## config.mk

```make
export PLATFORM = sky130hd
export DESIGN_NAME = rgb_pixel_word_packer
export DESIGN_NICKNAME = d
export VERILOG_FILES = /design/src/rtl/rpwp_pkg.sv /design/src/rtl/rgb_pixel_word_packer.sv /design/src/rtl/rpwp_front.sv /design/src/rtl/rpwp_queue.sv /design/src/rtl/rpwp_back.sv
export SDC_FILE = /design/constraint.sdc
export NUM_CORES = 1
export LEC_CHECK = 0
export BUFFER_PORTS_ARGS = -buffer_cell sky130_fd_sc_hd__buf_2
export CAP_MARGIN = 20
export CELL_PAD_IN_SITES_DETAIL_PLACEMENT = 0
export CELL_PAD_IN_SITES_GLOBAL_PLACEMENT = 2
export CORE_ASPECT_RATIO = 1.2
export CORE_UTILIZATION = 48
export DETAILED_ROUTE_END_ITERATION = 12
export MAX_ROUTING_LAYER = met4
export PLACE_DENSITY = 0.91
export SYNTH_ARGS = -nofsm -noshare
export SYNTH_HDL_FRONTEND = slang
export SYNTH_HIERARCHICAL = 1
export SYNTH_SLANG_ARGS = --single-unit
```

## constraint.sdc

```tcl
create_clock -name clk_i -period 11.78 [get_ports clk_i]
set_input_delay 2.356 -clock clk_i [delete_from_list [all_inputs] [get_ports clk_i]]
set_output_delay 2.356 -clock clk_i [all_outputs]
set_load 0.1 [all_outputs]
```

## src/rtl/rpwp_pkg.sv

```systemverilog
// Shared types and constants for the RGB pixel word packer.
// No dependencies; used by every module under rtl/.
package rpwp_pkg;

  typedef enum logic [1:0] {
    FmtBgra = 2'd0,
    FmtArgb = 2'd1,
    FmtR210 = 2'd2,
    FmtR12l = 2'd3
  } fmt_e;

  localparam int unsigned CfgIdxWidth = 2;
  localparam int unsigned CfgDataWidth = 16;
  localparam int unsigned OutAddrWidth = 30;

  localparam logic [CfgIdxWidth-1:0] CfgIdxPixelFormat = 2'd0;
  localparam logic [CfgIdxWidth-1:0] CfgIdxFrameWidth  = 2'd1;
  localparam logic [CfgIdxWidth-1:0] CfgIdxFrameHeight = 2'd2;
  localparam logic [CfgIdxWidth-1:0] CfgIdxRowPitch    = 2'd3;

  localparam logic [11:0] Max8Bit  = 12'h0FF;
  localparam logic [11:0] Max10Bit = 12'h3FF;
  localparam logic [11:0] Max12Bit = 12'hFFF;
  localparam logic [7:0]  AlphaOpaque = 8'hFF;
  localparam logic [4:0]  R12lFullResidual = 5'd28;
  localparam logic [4:0]  R12lResidualStep = 5'd4;

  typedef struct packed {
    fmt_e        pixel_format;
    logic [15:0] frame_width;
    logic [15:0] frame_height;
    logic [13:0] row_pitch_words;
  } cfg_t;

  // One queued pixel: one or two frame words with their addresses.
  typedef struct packed {
    logic [31:0]             word0;
    logic [31:0]             word1;
    logic [OutAddrWidth-1:0] addr0;
    logic [OutAddrWidth-1:0] addr1;
    logic                    two_words;
    logic                    frame_end;
  } job_t;

endpackage

```

## src/rtl/rgb_pixel_word_packer.sv

```systemverilog
// RGB pixel word packer: pixel in, 32-bit frame words with addresses out.
// Timing: a pixel's job is registered into the job queue on its push transaction.
// Throughput: one pixel per cycle while the queue is not full; an R12L pixel that yields
//   two words holds the output port for both; a full R12L group of 8 pixels gives 9 words.
// Reset: asynchronous, active low; clears position state, residual bits and queue,
//   and loads the registers with BGRA, 1920 x 1080, pitch 480 words.
module rgb_pixel_word_packer #(
  parameter int unsigned ADDR_WIDTH  = 30,
  parameter int unsigned QUEUE_DEPTH = 4
) (
  input  logic        clk_i,
  input  logic        rst_ni,
  input  logic        cfg_we_i,
  input  logic [1:0]  cfg_idx_i,
  input  logic [15:0] cfg_data_i,
  input  logic        push,
  output logic        full,
  input  logic [15:0] red_in_i,
  input  logic [15:0] green_in_i,
  input  logic [15:0] blue_in_i,
  output logic        empty,
  input  logic        pop,
  output logic [31:0] packed_word_o,
  output logic [29:0] word_address_o,
  output logic        run_last_o,
  output logic        frame_end_o
);

  rpwp_pkg::cfg_t cfg_q;
  rpwp_pkg::job_t new_job, head_job;
  logic           accept, q_empty, q_rd;

  always_ff @(posedge clk_i or negedge rst_ni) begin
    if (!rst_ni) begin
      cfg_q.pixel_format    <= rpwp_pkg::FmtBgra;
      cfg_q.frame_width     <= 16'd1920;
      cfg_q.frame_height    <= 16'd1080;
      cfg_q.row_pitch_words <= 14'd480;
    end else if (cfg_we_i) begin
      unique case (cfg_idx_i)
        rpwp_pkg::CfgIdxPixelFormat: cfg_q.pixel_format <= rpwp_pkg::fmt_e'(cfg_data_i[1:0]);
        rpwp_pkg::CfgIdxFrameWidth:  cfg_q.frame_width  <= cfg_data_i;
        rpwp_pkg::CfgIdxFrameHeight: cfg_q.frame_height <= cfg_data_i;
        default:                     cfg_q.row_pitch_words <= cfg_data_i[13:0];
      endcase
    end
  end

  assign accept = push && !full;

  rpwp_front #(.ADDR_WIDTH(ADDR_WIDTH)) u_front (
    .clk_i    (clk_i),
    .rst_ni   (rst_ni),
    .cfg_i    (cfg_q),
    .accept_i (accept),
    .red_i    (red_in_i),
    .green_i  (green_in_i),
    .blue_i   (blue_in_i),
    .job_o    (new_job)
  );

  rpwp_queue #(.DEPTH(QUEUE_DEPTH)) u_queue (
    .clk_i    (clk_i),
    .rst_ni   (rst_ni),
    .wr_i     (push),
    .wr_job_i (new_job),
    .rd_i     (q_rd),
    .head_o   (head_job),
    .full_o   (full),
    .empty_o  (q_empty)
  );

  rpwp_back u_back (
    .clk_i          (clk_i),
    .rst_ni         (rst_ni),
    .head_i         (head_job),
    .q_empty_i      (q_empty),
    .q_rd_o         (q_rd),
    .empty_o        (empty),
    .pop_i          (pop),
    .packed_word_o  (packed_word_o),
    .word_address_o (word_address_o),
    .run_last_o     (run_last_o),
    .frame_end_o    (frame_end_o)
  );

endmodule

```

## src/rtl/rpwp_front.sv

```systemverilog
// Front end: clamps and packs one pixel per transaction, tracks row/frame position.
// Depends on rpwp_pkg (cfg_t, job_t, format codes).
module rpwp_front #(
  parameter int unsigned ADDR_WIDTH = 30
) (
  input  logic               clk_i,
  input  logic               rst_ni,
  input  rpwp_pkg::cfg_t     cfg_i,
  input  logic               accept_i,
  input  logic [15:0]        red_i,
  input  logic [15:0]        green_i,
  input  logic [15:0]        blue_i,
  output rpwp_pkg::job_t     job_o
);

  localparam int unsigned AddrBits =
    (ADDR_WIDTH < rpwp_pkg::OutAddrWidth) ? ADDR_WIDTH : rpwp_pkg::OutAddrWidth;

  logic [27:0]         res_q, res_d;
  logic [4:0]          rc_q, rc_d;
  logic [15:0]         col_q, col_d;
  logic [15:0]         row_q, row_d;
  logic [13:0]         wc_q, wc_d;
  logic [AddrBits-1:0] base_q, base_d;

  logic [11:0] maxval, r, g, b;
  logic        row_end, frame_done;
  logic [63:0] acc;
  logic [35:0] pix;
  logic [9:0]  wc_step;
  logic [31:0] v210;
  logic [13:0] wc1;
  logic [AddrBits-1:0] addr0, addr1;

  function automatic logic [11:0] clamp(input logic [15:0] x, input logic [11:0] m);
    clamp = (x > {4'd0, m}) ? m : x[11:0];
  endfunction

  always_comb begin
    unique case (cfg_i.pixel_format)
      rpwp_pkg::FmtBgra, rpwp_pkg::FmtArgb: maxval = rpwp_pkg::Max8Bit;
      rpwp_pkg::FmtR210:                    maxval = rpwp_pkg::Max10Bit;
      default:                              maxval = rpwp_pkg::Max12Bit;
    endcase
    r = clamp(red_i, maxval);
    g = clamp(green_i, maxval);
    b = clamp(blue_i, maxval);

    row_end    = ({1'b0, col_q} + 17'd1) >= {1'b0, cfg_i.frame_width};
    frame_done = row_end && (({1'b0, row_q} + 17'd1) >= {1'b0, cfg_i.frame_height});

    pix  = {b, g, r};
    acc  = {36'd0, res_q} | ({28'd0, pix} << rc_q);
    v210 = {2'b00, r[9:0], g[9:0], b[9:0]};

    job_o.word0     = '0;
    job_o.word1     = '0;
    job_o.two_words = 1'b0;
    job_o.frame_end = frame_done;
    res_d = '0;
    rc_d  = '0;

    unique case (cfg_i.pixel_format)
      rpwp_pkg::FmtBgra: job_o.word0 = {rpwp_pkg::AlphaOpaque, r[7:0], g[7:0], b[7:0]};
      rpwp_pkg::FmtArgb: job_o.word0 = {b[7:0], g[7:0], r[7:0], rpwp_pkg::AlphaOpaque};
      rpwp_pkg::FmtR210: job_o.word0 = {v210[7:0], v210[15:8], v210[23:16], v210[31:24]};
      default: begin
        job_o.word0 = acc[31:0];
        if (rc_q >= rpwp_pkg::R12lFullResidual) begin
          job_o.word1     = acc[63:32];
          job_o.two_words = 1'b1;
        end else if (row_end) begin
          // partial group at row end goes out zero filled
          job_o.word1     = {4'd0, acc[59:32]};
          job_o.two_words = 1'b1;
        end else begin
          res_d = acc[59:32];
          rc_d  = rc_q + rpwp_pkg::R12lResidualStep;
        end
      end
    endcase

    wc1   = wc_q + 14'd1;
    addr0 = base_q + AddrBits'(wc_q);
    addr1 = base_q + AddrBits'(wc1);
    job_o.addr0 = rpwp_pkg::OutAddrWidth'(addr0);
    job_o.addr1 = rpwp_pkg::OutAddrWidth'(addr1);

    wc_step = job_o.two_words ? 10'd2 : 10'd1;
    if (row_end) begin
      col_d = '0;
      wc_d  = '0;
      if (frame_done) begin
        row_d  = '0;
        base_d = '0;
      end else begin
        row_d  = row_q + 16'd1;
        base_d = base_q + AddrBits'(cfg_i.row_pitch_words);
      end
    end else begin
      col_d  = col_q + 16'd1;
      wc_d   = wc_q + 14'(wc_step);
      row_d  = row_q;
      base_d = base_q;
    end
  end

  always_ff @(posedge clk_i or negedge rst_ni) begin
    if (!rst_ni) begin
      res_q  <= '0;
      rc_q   <= '0;
      col_q  <= '0;
      row_q  <= '0;
      wc_q   <= '0;
      base_q <= '0;
    end else if (accept_i) begin
      res_q  <= res_d;
      rc_q   <= rc_d;
      col_q  <= col_d;
      row_q  <= row_d;
      wc_q   <= wc_d;
      base_q <= base_d;
    end
  end

endmodule

```

## src/rtl/rpwp_queue.sv

```systemverilog
// Small flop-based job queue between the front end and the word sequencer.
// Depends on rpwp_pkg (job_t).
module rpwp_queue #(
  parameter int unsigned DEPTH = 4
) (
  input  logic           clk_i,
  input  logic           rst_ni,
  input  logic           wr_i,
  input  rpwp_pkg::job_t wr_job_i,
  input  logic           rd_i,
  output rpwp_pkg::job_t head_o,
  output logic           full_o,
  output logic           empty_o
);

  localparam int unsigned PtrW = (DEPTH > 1) ? $clog2(DEPTH) : 1;
  localparam int unsigned CntW = $clog2(DEPTH + 1);

  rpwp_pkg::job_t  mem_q [DEPTH];
  logic [PtrW-1:0] wr_ptr_q, rd_ptr_q;
  logic [CntW-1:0] count_q;
  logic            do_wr, do_rd;

  function automatic logic [PtrW-1:0] next_ptr(input logic [PtrW-1:0] p);
    next_ptr = (p == PtrW'(DEPTH - 1)) ? '0 : p + PtrW'(1);
  endfunction

  assign full_o  = (count_q == CntW'(DEPTH));
  assign empty_o = (count_q == '0);
  assign do_wr   = wr_i && !full_o;
  assign do_rd   = rd_i && !empty_o;
  assign head_o  = mem_q[rd_ptr_q];

  always_ff @(posedge clk_i) begin
    if (do_wr) begin
      mem_q[wr_ptr_q] <= wr_job_i;
    end
  end

  always_ff @(posedge clk_i or negedge rst_ni) begin
    if (!rst_ni) begin
      wr_ptr_q <= '0;
      rd_ptr_q <= '0;
      count_q  <= '0;
    end else begin
      if (do_wr) wr_ptr_q <= next_ptr(wr_ptr_q);
      if (do_rd) rd_ptr_q <= next_ptr(rd_ptr_q);
      if (do_wr && !do_rd) begin
        count_q <= count_q + CntW'(1);
      end else if (do_rd && !do_wr) begin
        count_q <= count_q - CntW'(1);
      end
    end
  end

endmodule

```

## src/rtl/rpwp_back.sv

```systemverilog
// Back end: steps through the one or two words of the job at the queue head.
// Depends on rpwp_pkg (job_t).
module rpwp_back (
  input  logic           clk_i,
  input  logic           rst_ni,
  input  rpwp_pkg::job_t head_i,
  input  logic           q_empty_i,
  output logic           q_rd_o,
  output logic           empty_o,
  input  logic           pop_i,
  output logic [31:0]    packed_word_o,
  output logic [29:0]    word_address_o,
  output logic           run_last_o,
  output logic           frame_end_o
);

  logic sub_q;
  logic take;

  assign empty_o        = q_empty_i;
  assign take           = pop_i && !q_empty_i;
  assign packed_word_o  = sub_q ? head_i.word1 : head_i.word0;
  assign word_address_o = sub_q ? head_i.addr1 : head_i.addr0;
  assign run_last_o     = sub_q || !head_i.two_words;
  assign frame_end_o    = run_last_o && head_i.frame_end;
  assign q_rd_o         = take && run_last_o;

  always_ff @(posedge clk_i or negedge rst_ni) begin
    if (!rst_ni) begin
      sub_q <= 1'b0;
    end else if (take) begin
      sub_q <= !run_last_o;
    end
  end

  a_sub_two: assert property (@(posedge clk_i) disable iff (!rst_ni)
    sub_q |-> (!q_empty_i && head_i.two_words))
    else $error("second word selected without a two-word job");

  a_fe_last: assert property (@(posedge clk_i) disable iff (!rst_ni)
    (!q_empty_i && frame_end_o) |-> run_last_o)
    else $error("frame end on a word that is not the last of its pixel");

  a_step: assert property (@(posedge clk_i) disable iff (!rst_ni)
    (take && head_i.two_words && !sub_q) |=> (sub_q && !q_empty_i))
    else $error("first of two words popped but sequencer did not advance");

  a_done: assert property (@(posedge clk_i) disable iff (!rst_ni)
    (take && sub_q) |=> !sub_q)
    else $error("sequencer stuck on second word");

endmodule
```

# --- Word-level counts from Yosys, hierarchy flattened ---
# Memory sizes are Yosys's and may differ from the RTL's.
# Cells that the tools add are included.
classes:
  n_addsub: 14
  order_cmp: 6
  eq_ne: 7
  n_shift: 1
  mux: 30
  bitwise: 2
  reduce_logical: 27
op_table:
  columns: ["cell", "n"]
  rows:
  - ["28-bit two-way mux", 4]
  - ["32-bit two-way mux", 3]
  - ["32-bit one-hot mux with 3 select lines", 1]
  - ["30-bit by 14-bit adder with 30-bit output", 3]
  - ["28-bit by 64-bit bitwise OR with 64-bit output", 1]
  - ["36-bit by 5-bit left shift with 64-bit output", 1]
  - ["30-bit two-way mux", 2]
  - ["16-bit by 12-bit greater-than comparator with 1-bit output", 3]
  - ["12-bit two-way mux", 3]
  - ["16-bit by 1-bit adder with 17-bit output (second input constant)", 2]
  - ["17-bit by 16-bit >= comparator with 1-bit output", 2]
  - ["16-bit by 1-bit adder with 16-bit output (second input constant)", 2]
  - ["16-bit two-way mux", 2]
  - ["12-bit one-hot mux with 2 select lines", 1]
  - ["5-bit two-way mux", 3]
  - ["14-bit by 1-bit adder with 14-bit output (second input constant)", 1]
  - ["14-bit by 10-bit adder with 14-bit output", 1]
  - ["14-bit two-way mux", 1]
  - ["2-bit AND reduction", 5]
  - ["2-bit == test (second input constant)", 4]
  - ["1-bit logical AND", 8]
  - ["1-bit zero test", 6]
  - ["2-bit two-way mux", 3]
  - ["3-bit two-way mux", 2]
  - ["other kinds (15)", 23]
word_totals:
  ff_bits: 165
  ramBits: 504
  in_bits: 71
  out_inout_bits: 66
  wordCells: 102
  n_memories: 1
mem_list:
  columns: ["memory", "words", "width", "rd", "rd_clocked_by_memory_dff", "wr", "line", "text"]
  rows:
  - ["u_queue.mem_q", 4, 126, 1, 0, 1, "rpwp_queue.sv:19", "rpwp_pkg::job_t mem_q [DEPTH];"]

# --- Longest topological paths before layout ---
logic_depth:
  depth_word: 10
  ltp_mapped: 20
  ltp_nobuf: 19

# --- Modules after synthesis ---
# The synthesis kept the hierarchy.
modules_own_cells:
  columns: ["mod", "n_inst", "cells_per_inst", "area_per_inst_um2", "seq_area_each_um2"]
  rows:
  - ["rpwp_queue", 1, 695, 18649.1, 15309.7]
  - ["rpwp_front", 1, 1618, 12270.5, 2677.6]
  - ["rgb_pixel_word_packer", 1, 104, 1979.4, 1216.2]
  - ["rpwp_back", 1, 77, 1122.3, 25.0]

# --- Worst setup path before layout ---
# Ideal clock, no wire load.
synth_timing:
  path_kind: "input-to-reg"
  start: "input port push"
  end: "memory u_queue/mem_q[0][0] (netlist name) (enable)"
  setup_ps: 500
  arrival_ps: 5557
  required_ps: 11280
  path_slack_ps: 5723
  cell_stages: 3
  path_buffers: 1
  cell_sequence: "nor2b_1 -> buf_2 -> and2_1"
synth_via:
  elab_chain_len: 3
synth_rtl:
  columns: ["element", "line", "text"]
  rows:
  - ["from (decl)", "rgb_pixel_word_packer.sv:16", "input logic push,"]
  - ["1-bit logical AND", "rpwp_queue.sv:30", "assign do_wr = wr_i && !full_o;"]
  - ["named net u_queue.do_wr", "rpwp_queue.sv:22", "logic do_wr, do_rd;"]
  - ["1-bit two-way mux", "rpwp_queue.sv:35", "if (do_wr) begin"]
  - ["1-bit two-way mux (not written as such)", "rpwp_queue.sv:36", "mem_q[wr_ptr_q] <= wr_job_i;"]
  - ["to (decl)", "rpwp_queue.sv:19", null]
# The timed path passes the listed nets, and every way through them passes these cells.

==> impl_results.html <==
<table>
<tr><th>Metric</th><th>Value</th></tr>
<tr><th colspan="2">Run status</th></tr>
<tr><td>Outcome</td><td>completed</td></tr>
<tr><th colspan="2">Power</th></tr>
<tr><td>Clock network fraction of design power</td><td>0.229</td></tr>
<tr><td>Largest voltage drop on the vdd net</td><td>0.3493 mV</td></tr>
<tr><td>Logic gate share of total power</td><td>0.424</td></tr>
<tr><td>NetSw</td><td>4052 uW</td></tr>
<tr><td>Static leakage power</td><td>0.01392 uW</td></tr>
<tr><td>Cell internal pwr</td><td>5687 uW</td></tr>
<tr><td>Seq pwr share</td><td>0.347</td></tr>
<tr><td>Share of total power consumed by net switching</td><td>0.4160</td></tr>
<tr><td>Pwr/cell area</td><td>257.9 nW/um^2</td></tr>
<tr><th colspan="2">Setup path</th></tr>
<tr><td>Worst path arrival time</td><td>3740 ps</td></tr>
<tr><td>Gate family responsible for the most delay along the worst path</td><td>buffers and inverters</td></tr>
<tr><td>Crit-path cells</td><td>buf_16, buf_4, mux4_2, mux2_2, buf_2</td></tr>
<tr><td>Worst stage delay on the critical path</td><td>780 ps</td></tr>
<tr><td>Number of gates on the worst path with buffers counted</td><td>5</td></tr>
<tr><td>Capturing element type of the critical path</td><td>output pin</td></tr>
<tr><td>R2R Setup Slk</td><td>6270 ps</td></tr>
<tr><td>Worst Reg2Reg Path Length in Cells</td><td>10</td></tr>
<tr><td>Setup crit start kind</td><td>flop</td></tr>
<tr><td>Critical path data required time</td><td>9420 ps</td></tr>
<tr><td>Worst Setup Path Type</td><td>reg2out</td></tr>
<tr><td>Beginning of the worst register-to-register path</td><td>cfg_q[46]</td></tr>
<tr><td>Worst reg2reg path endpoint</td><td>u_queue/mem_q[2][125]</td></tr>
<tr><td>Peak fanout along the critical path</td><td>45</td></tr>
<tr><td>Worst path bufs/invs</td><td>3</td></tr>
<tr><td>Slowest cell on crit path</td><td>sky130_fd_sc_hd__buf_4</td></tr>
<tr><th colspan="2">Logic synthesis</th></tr>
<tr><td>Sequential area share after synthesis</td><td>0.5652</td></tr>
<tr><td>Primary flip-flop cell chosen by synthesis mapping</td><td>sky130_fd_sc_hd__edfxtp_1</td></tr>
<tr><td>Post-Syn Area per Cell</td><td>13.64 um^2</td></tr>
<tr><td>Number of flops mapped to enable cells by yosys</td><td>504</td></tr>
<tr><td>Largest area contributor in the synthesized netlist</td><td>sky130_fd_sc_hd__edfxtp_1</td></tr>
<tr><td>Gate count after technology mapping</td><td>2494</td></tr>
<tr><td>Most common library cells after synthesis</td><td>sky130_fd_sc_hd__edfxtp_1, sky130_fd_sc_hd__nand2_1, sky130_fd_sc_hd__dfrtp_1, sky130_fd_sc_hd__nor2_1, sky130_fd_sc_hd__mux4_2</td></tr>
<tr><td>Number of flip-flops and latches in the synthesized netlist</td><td>667</td></tr>
<tr><td>Cell variety after synth</td><td>93</td></tr>
<tr><td>Area fraction of the dominant cell type after synthesis</td><td>0.4449</td></tr>
<tr><td>Count of synthesis-stage warnings from yosys</td><td>6</td></tr>
<tr><td>Top post-synthesis cells by area</td><td>sky130_fd_sc_hd__edfxtp_1, sky130_fd_sc_hd__dfrtp_1, sky130_fd_sc_hd__mux4_2, sky130_fd_sc_hd__mux2_4, sky130_fd_sc_hd__ha_1</td></tr>
<tr><td>Net Count, Synth</td><td>2670</td></tr>
<tr><td>Proportion of synthesized flip-flops having asynchronous set or reset</td><td>0.2444</td></tr>
<tr><td>Cell area after technology mapping</td><td>34020 um^2</td></tr>
<tr><td>Cell with the most instances after synthesis</td><td>sky130_fd_sc_hd__edfxtp_1</td></tr>
<tr><th colspan="2">Floorplan</th></tr>
<tr><td>Die extent in y</td><td>293.6 um</td></tr>
<tr><td>Area of the die</td><td>71950 um^2</td></tr>
<tr><td>Initial core utilization</td><td>0.4868</td></tr>
<tr><td>Num ports</td><td>137</td></tr>
<tr><td>Number of core rows</td><td>106</td></tr>
<tr><td>Standard cell core area</td><td>69890 um^2</td></tr>
<tr><td>Die Span X</td><td>245.0 um</td></tr>
<tr><th colspan="2">Min path</th></tr>
<tr><td>End of the worst hold path</td><td>u_front/res_q[25]</td></tr>
<tr><td>Startpoint of the most critical hold path</td><td>u_front/res_q[25]</td></tr>
<tr><td>Worst hold-check path type</td><td>reg2reg</td></tr>
<tr><td>Hold-critical path depth</td><td>2</td></tr>
<tr><th colspan="2">Routing</th></tr>
<tr><td>Total wire length</td><td>93.46 mm</td></tr>
<tr><td>Number of design rule violations left after detail routing</td><td>0</td></tr>
<tr><td>1st-pass router iterations</td><td>5</td></tr>
<tr><td>Total via count after detailed routing</td><td>21.95k</td></tr>
<tr><td>Routed wirelength normalized by instance count</td><td>26.17 um</td></tr>
<tr><td>Starting DRC count in detailed routing</td><td>1956</td></tr>
<tr><td>Number of nets with antenna violations after routing</td><td>0</td></tr>
<tr><td>Number of vias per cell</td><td>6.148</td></tr>
<tr><th colspan="2">Clocking</th></tr>
<tr><td>Clock tree sinks</td><td>667</td></tr>
<tr><td>CTS Buffer Depth</td><td>3</td></tr>
<tr><td>TritonCTS clock tree</td><td>yes</td></tr>
<tr><td>Clock buffers created by TritonCTS</td><td>70</td></tr>
<tr><td># resized after CTS</td><td>0</td></tr>
<tr><td>Clock slew at reported path FFs</td><td>60 ps</td></tr>
<tr><td># H-tree levels</td><td>3</td></tr>
<tr><td>Clock Root Buffer</td><td>sky130_fd_sc_hd__clkbuf_16</td></tr>
<tr><td>Clock latency on the worst-skew pair</td><td>620 ps</td></tr>
<tr><td>Number of hold-repair buffers added at the cts stage</td><td>0</td></tr>
<tr><td>Number of buffers inserted by post-CTS setup repair</td><td>0</td></tr>
<tr><th colspan="2">Layout</th></tr>
<tr><td>Syn-to-layout area delta</td><td>11.00%</td></tr>
<tr><td>Ratio of cells with drive above 1 in the final layout</td><td>0.2273</td></tr>
<tr><td>Number of inserted filler cells in the final layout</td><td>5721</td></tr>
<tr><td>Count of nets after finishing</td><td>2776</td></tr>
<tr><td>Final cell count without fillers</td><td>3571</td></tr>
<tr><td>Number of diodes</td><td>0</td></tr>
<tr><td>Design area</td><td>37770 um^2</td></tr>
<tr><th colspan="2">Timing</th></tr>
<tr><td>Slew HR</td><td>0.2798</td></tr>
<tr><td>Total negative setup slack</td><td>0 ps</td></tr>
<tr><td>Tcrit/Tclk final</td><td>0.5173</td></tr>
<tr><td>Worst Skew</td><td>18.16 ps</td></tr>
<tr><td>Number of slew-limit violations in the final report</td><td>0</td></tr>
<tr><td>Fmax</td><td>0.1641 GHz</td></tr>
<tr><td>Worst slew pin tran</td><td>1072 ps</td></tr>
<tr><td>Final count of negative-setup-slack endpoints</td><td>0</td></tr>
<tr><td>Clock period minus worst slack</td><td>6094 ps</td></tr>
<tr><td>Final-report hold violation count</td><td>0</td></tr>
<tr><td>Unrepaired setup endpoints after global routing</td><td>no</td></tr>
<tr><th colspan="2">Placed design</th></tr>
<tr><td>Count of input and output buffers</td><td>136</td></tr>
<tr><td>Post-place instance area</td><td>35390 um^2</td></tr>
<tr><td>Final estimated routing congestion in global placement</td><td>1.011</td></tr>
<tr><td>Final HPWL DP</td><td>65.16 mm</td></tr>
<tr><td>Number of cells in the design after placement</td><td>3443</td></tr>
<tr><th colspan="2">GRT</th></tr>
<tr><td>Number of global-route vias before repair</td><td>22.71k</td></tr>
<tr><td>Global-route wire length before repair</td><td>141.4 mm</td></tr>
<tr><td>Gr usage total</td><td>0.2707</td></tr>
<tr><td>Number of antenna violations at the first check in global routing</td><td>0</td></tr>
<tr><td>Pin count of the biggest net entering global routing</td><td>77</td></tr>
<tr><td>Aggregate global routing overflow</td><td>0</td></tr>
<tr><th colspan="2">Job</th></tr>
<tr><td>Max-cap check violation count</td><td>0</td></tr>
</table>
-- how the worst max path moves through the flow --
| stage | from | to | slack (ps) |
|---|---|---|---|
| after floorplan | push | u_queue/mem_q[0][0] | 5720 |
| after global placement | u_queue/rd_ptr_q[0] | frame_end_o | 5900 |
| after detailed placement | u_queue/rd_ptr_q[0] | frame_end_o | 5890 |
| after CTS | u_queue/rd_ptr_q[0] | frame_end_o | 5210 |
| after global routing | u_queue/rd_ptr_q[0] | packed_word_o[31] | 5420 |
| final | u_queue/rd_ptr_q[0] | packed_word_o[31] | 5690 |
-- worst register-to-register path: stages, from the launching register on --
cell                       delay, ps
sky130_fd_sc_hd__dfrtp_2         350
sky130_fd_sc_hd__and2_1          700
sky130_fd_sc_hd__clkinv_1        840
sky130_fd_sc_hd__ha_1            590
sky130_fd_sc_hd__o21a_1          210
sky130_fd_sc_hd__a211oi_1        550
sky130_fd_sc_hd__o21ai_0         230
sky130_fd_sc_hd__a31oi_1         560
sky130_fd_sc_hd__a21oi_1         280
sky130_fd_sc_hd__and4_1          300
sky130_fd_sc_hd__a211oi_1        610
-- power groups by stage --
| stage | sequential, uW | clock [uW] | combinational, uW |
|---|---|---|---|
| 2_1_floorplan | 3310 | 0 | 3410 |
| 3_3_place_gp | 3420 | 0 | 4060 |
| 3_5_place_dp | 3450 | 0 | 4110 |
| 4_1_cts | 3410 | 2280 | 4130 |
| 5_1_grt | 3430 | 2360 | 4340 |
| 6_report | 3380 | 2230 | 4130 |
-- metrics by stage --
step	hold slack [ps]	setup WS [ps]	total power [uW]	utilization
floorplan	435.3	5723	6726	-
global placement	465.6	5900	7475	0.5064
detailed placement	474.0	5886	7560	0.5064
CTS	490.8	5213	9813	0.5397
global route	503.3	5418	10130	0.5403
finish	488.4	5686	9739	0.5403
-- routing by layer --
layer | routed length, um | track usage | vias up | share of wire
li1 | - | - | 9839 | -
met1 | 35640 | 0.3092 | 11260 | 0.38
met2 | 49190 | 0.4689 | 664 | 0.53
met3 | 4349 | 0.03575 | 195 | 0.047
met4 | 4278 | 0.1302 | 0 | 0.046
met5 | 0 | - | - | 0
-- cells in the final DEF, fill, tap and decap left out, types with 23 or more instances in the layout --
cell | Yosys | layout
sky130_fd_sc_hd__and2_1 | 28 | 24
sky130_fd_sc_hd__a21oi_1 | 100 | 98
sky130_fd_sc_hd__o21ai_0 | 98 | 98
sky130_fd_sc_hd__buf_4 | 5 | 38
sky130_fd_sc_hd__dfrtp_1 | 151 | 146
sky130_fd_sc_hd__nand3_1 | 80 | 80
sky130_fd_sc_hd__ha_1 | 100 | 100
sky130_fd_sc_hd__mux2_4 | 91 | 91
sky130_fd_sc_hd__mux4_2 | 131 | 131
sky130_fd_sc_hd__edfxtp_1 | 504 | 504
sky130_fd_sc_hd__o2bb2ai_1 | 27 | 27
sky130_fd_sc_hd__o31ai_1 | 26 | 24
sky130_fd_sc_hd__nand2_1 | 163 | 163
sky130_fd_sc_hd__inv_1 | 85 | 84
sky130_fd_sc_hd__xnor2_1 | 68 | 68
sky130_fd_sc_hd__clkbuf_16 | 0 | 72
sky130_fd_sc_hd__a211oi_1 | 30 | 30
sky130_fd_sc_hd__mux2_2 | 38 | 38
sky130_fd_sc_hd__xor2_1 | 36 | 36
sky130_fd_sc_hd__nor2_1 | 142 | 141
sky130_fd_sc_hd__mux2i_1 | 23 | 23
sky130_fd_sc_hd__a21o_1 | 26 | 26
sky130_fd_sc_hd__buf_2 | 18 | 135
sky130_fd_sc_hd__nand4_1 | 35 | 35
sky130_fd_sc_hd__a31oi_1 | 23 | 23
sky130_fd_sc_hd__nor3_1 | 53 | 53
-- cell type report --
cell class	count	area, um^2	share of cell area
clock inverter	37	434.2	0.01150
timing repair buffer	176	1011	0.02677
clock buffer	88	1892	0.05009
tap	918	1149	0.03041
sequential	667	19240	0.5095
inverter	87	326.6	0.008647
multi-input combinational	1598	13710	0.3631
-- registers in the layout, summed over array words and instances (netlist names) --
name              count
u_front/wc_q         14
u_front/base_q       30
u_front/row_q        16
cfg_q                48
u_queue/rd_ptr_q      2
u_queue/mem_q       504
u_back/sub_q          1
u_front/res_q        28
u_front/col_q        16
u_front/rc_q          3
u_queue/count_q       3
u_queue/wr_ptr_q      2
-- cells by family after synthesis --
| family | Yosys count | synth area share |
|---|---|---|
| simple gates | 636 | 0.09463 |
| mux | 283 | 0.1462 |
| flops | 667 | 0.5652 |
| xor+xnor | 104 | 0.02677 |
| compound gates | 470 | 0.09393 |
| fa+ha+maj | 105 | 0.03972 |
| buf+inv | 229 | 0.03354 |
(Power assumes the default switching activity.)
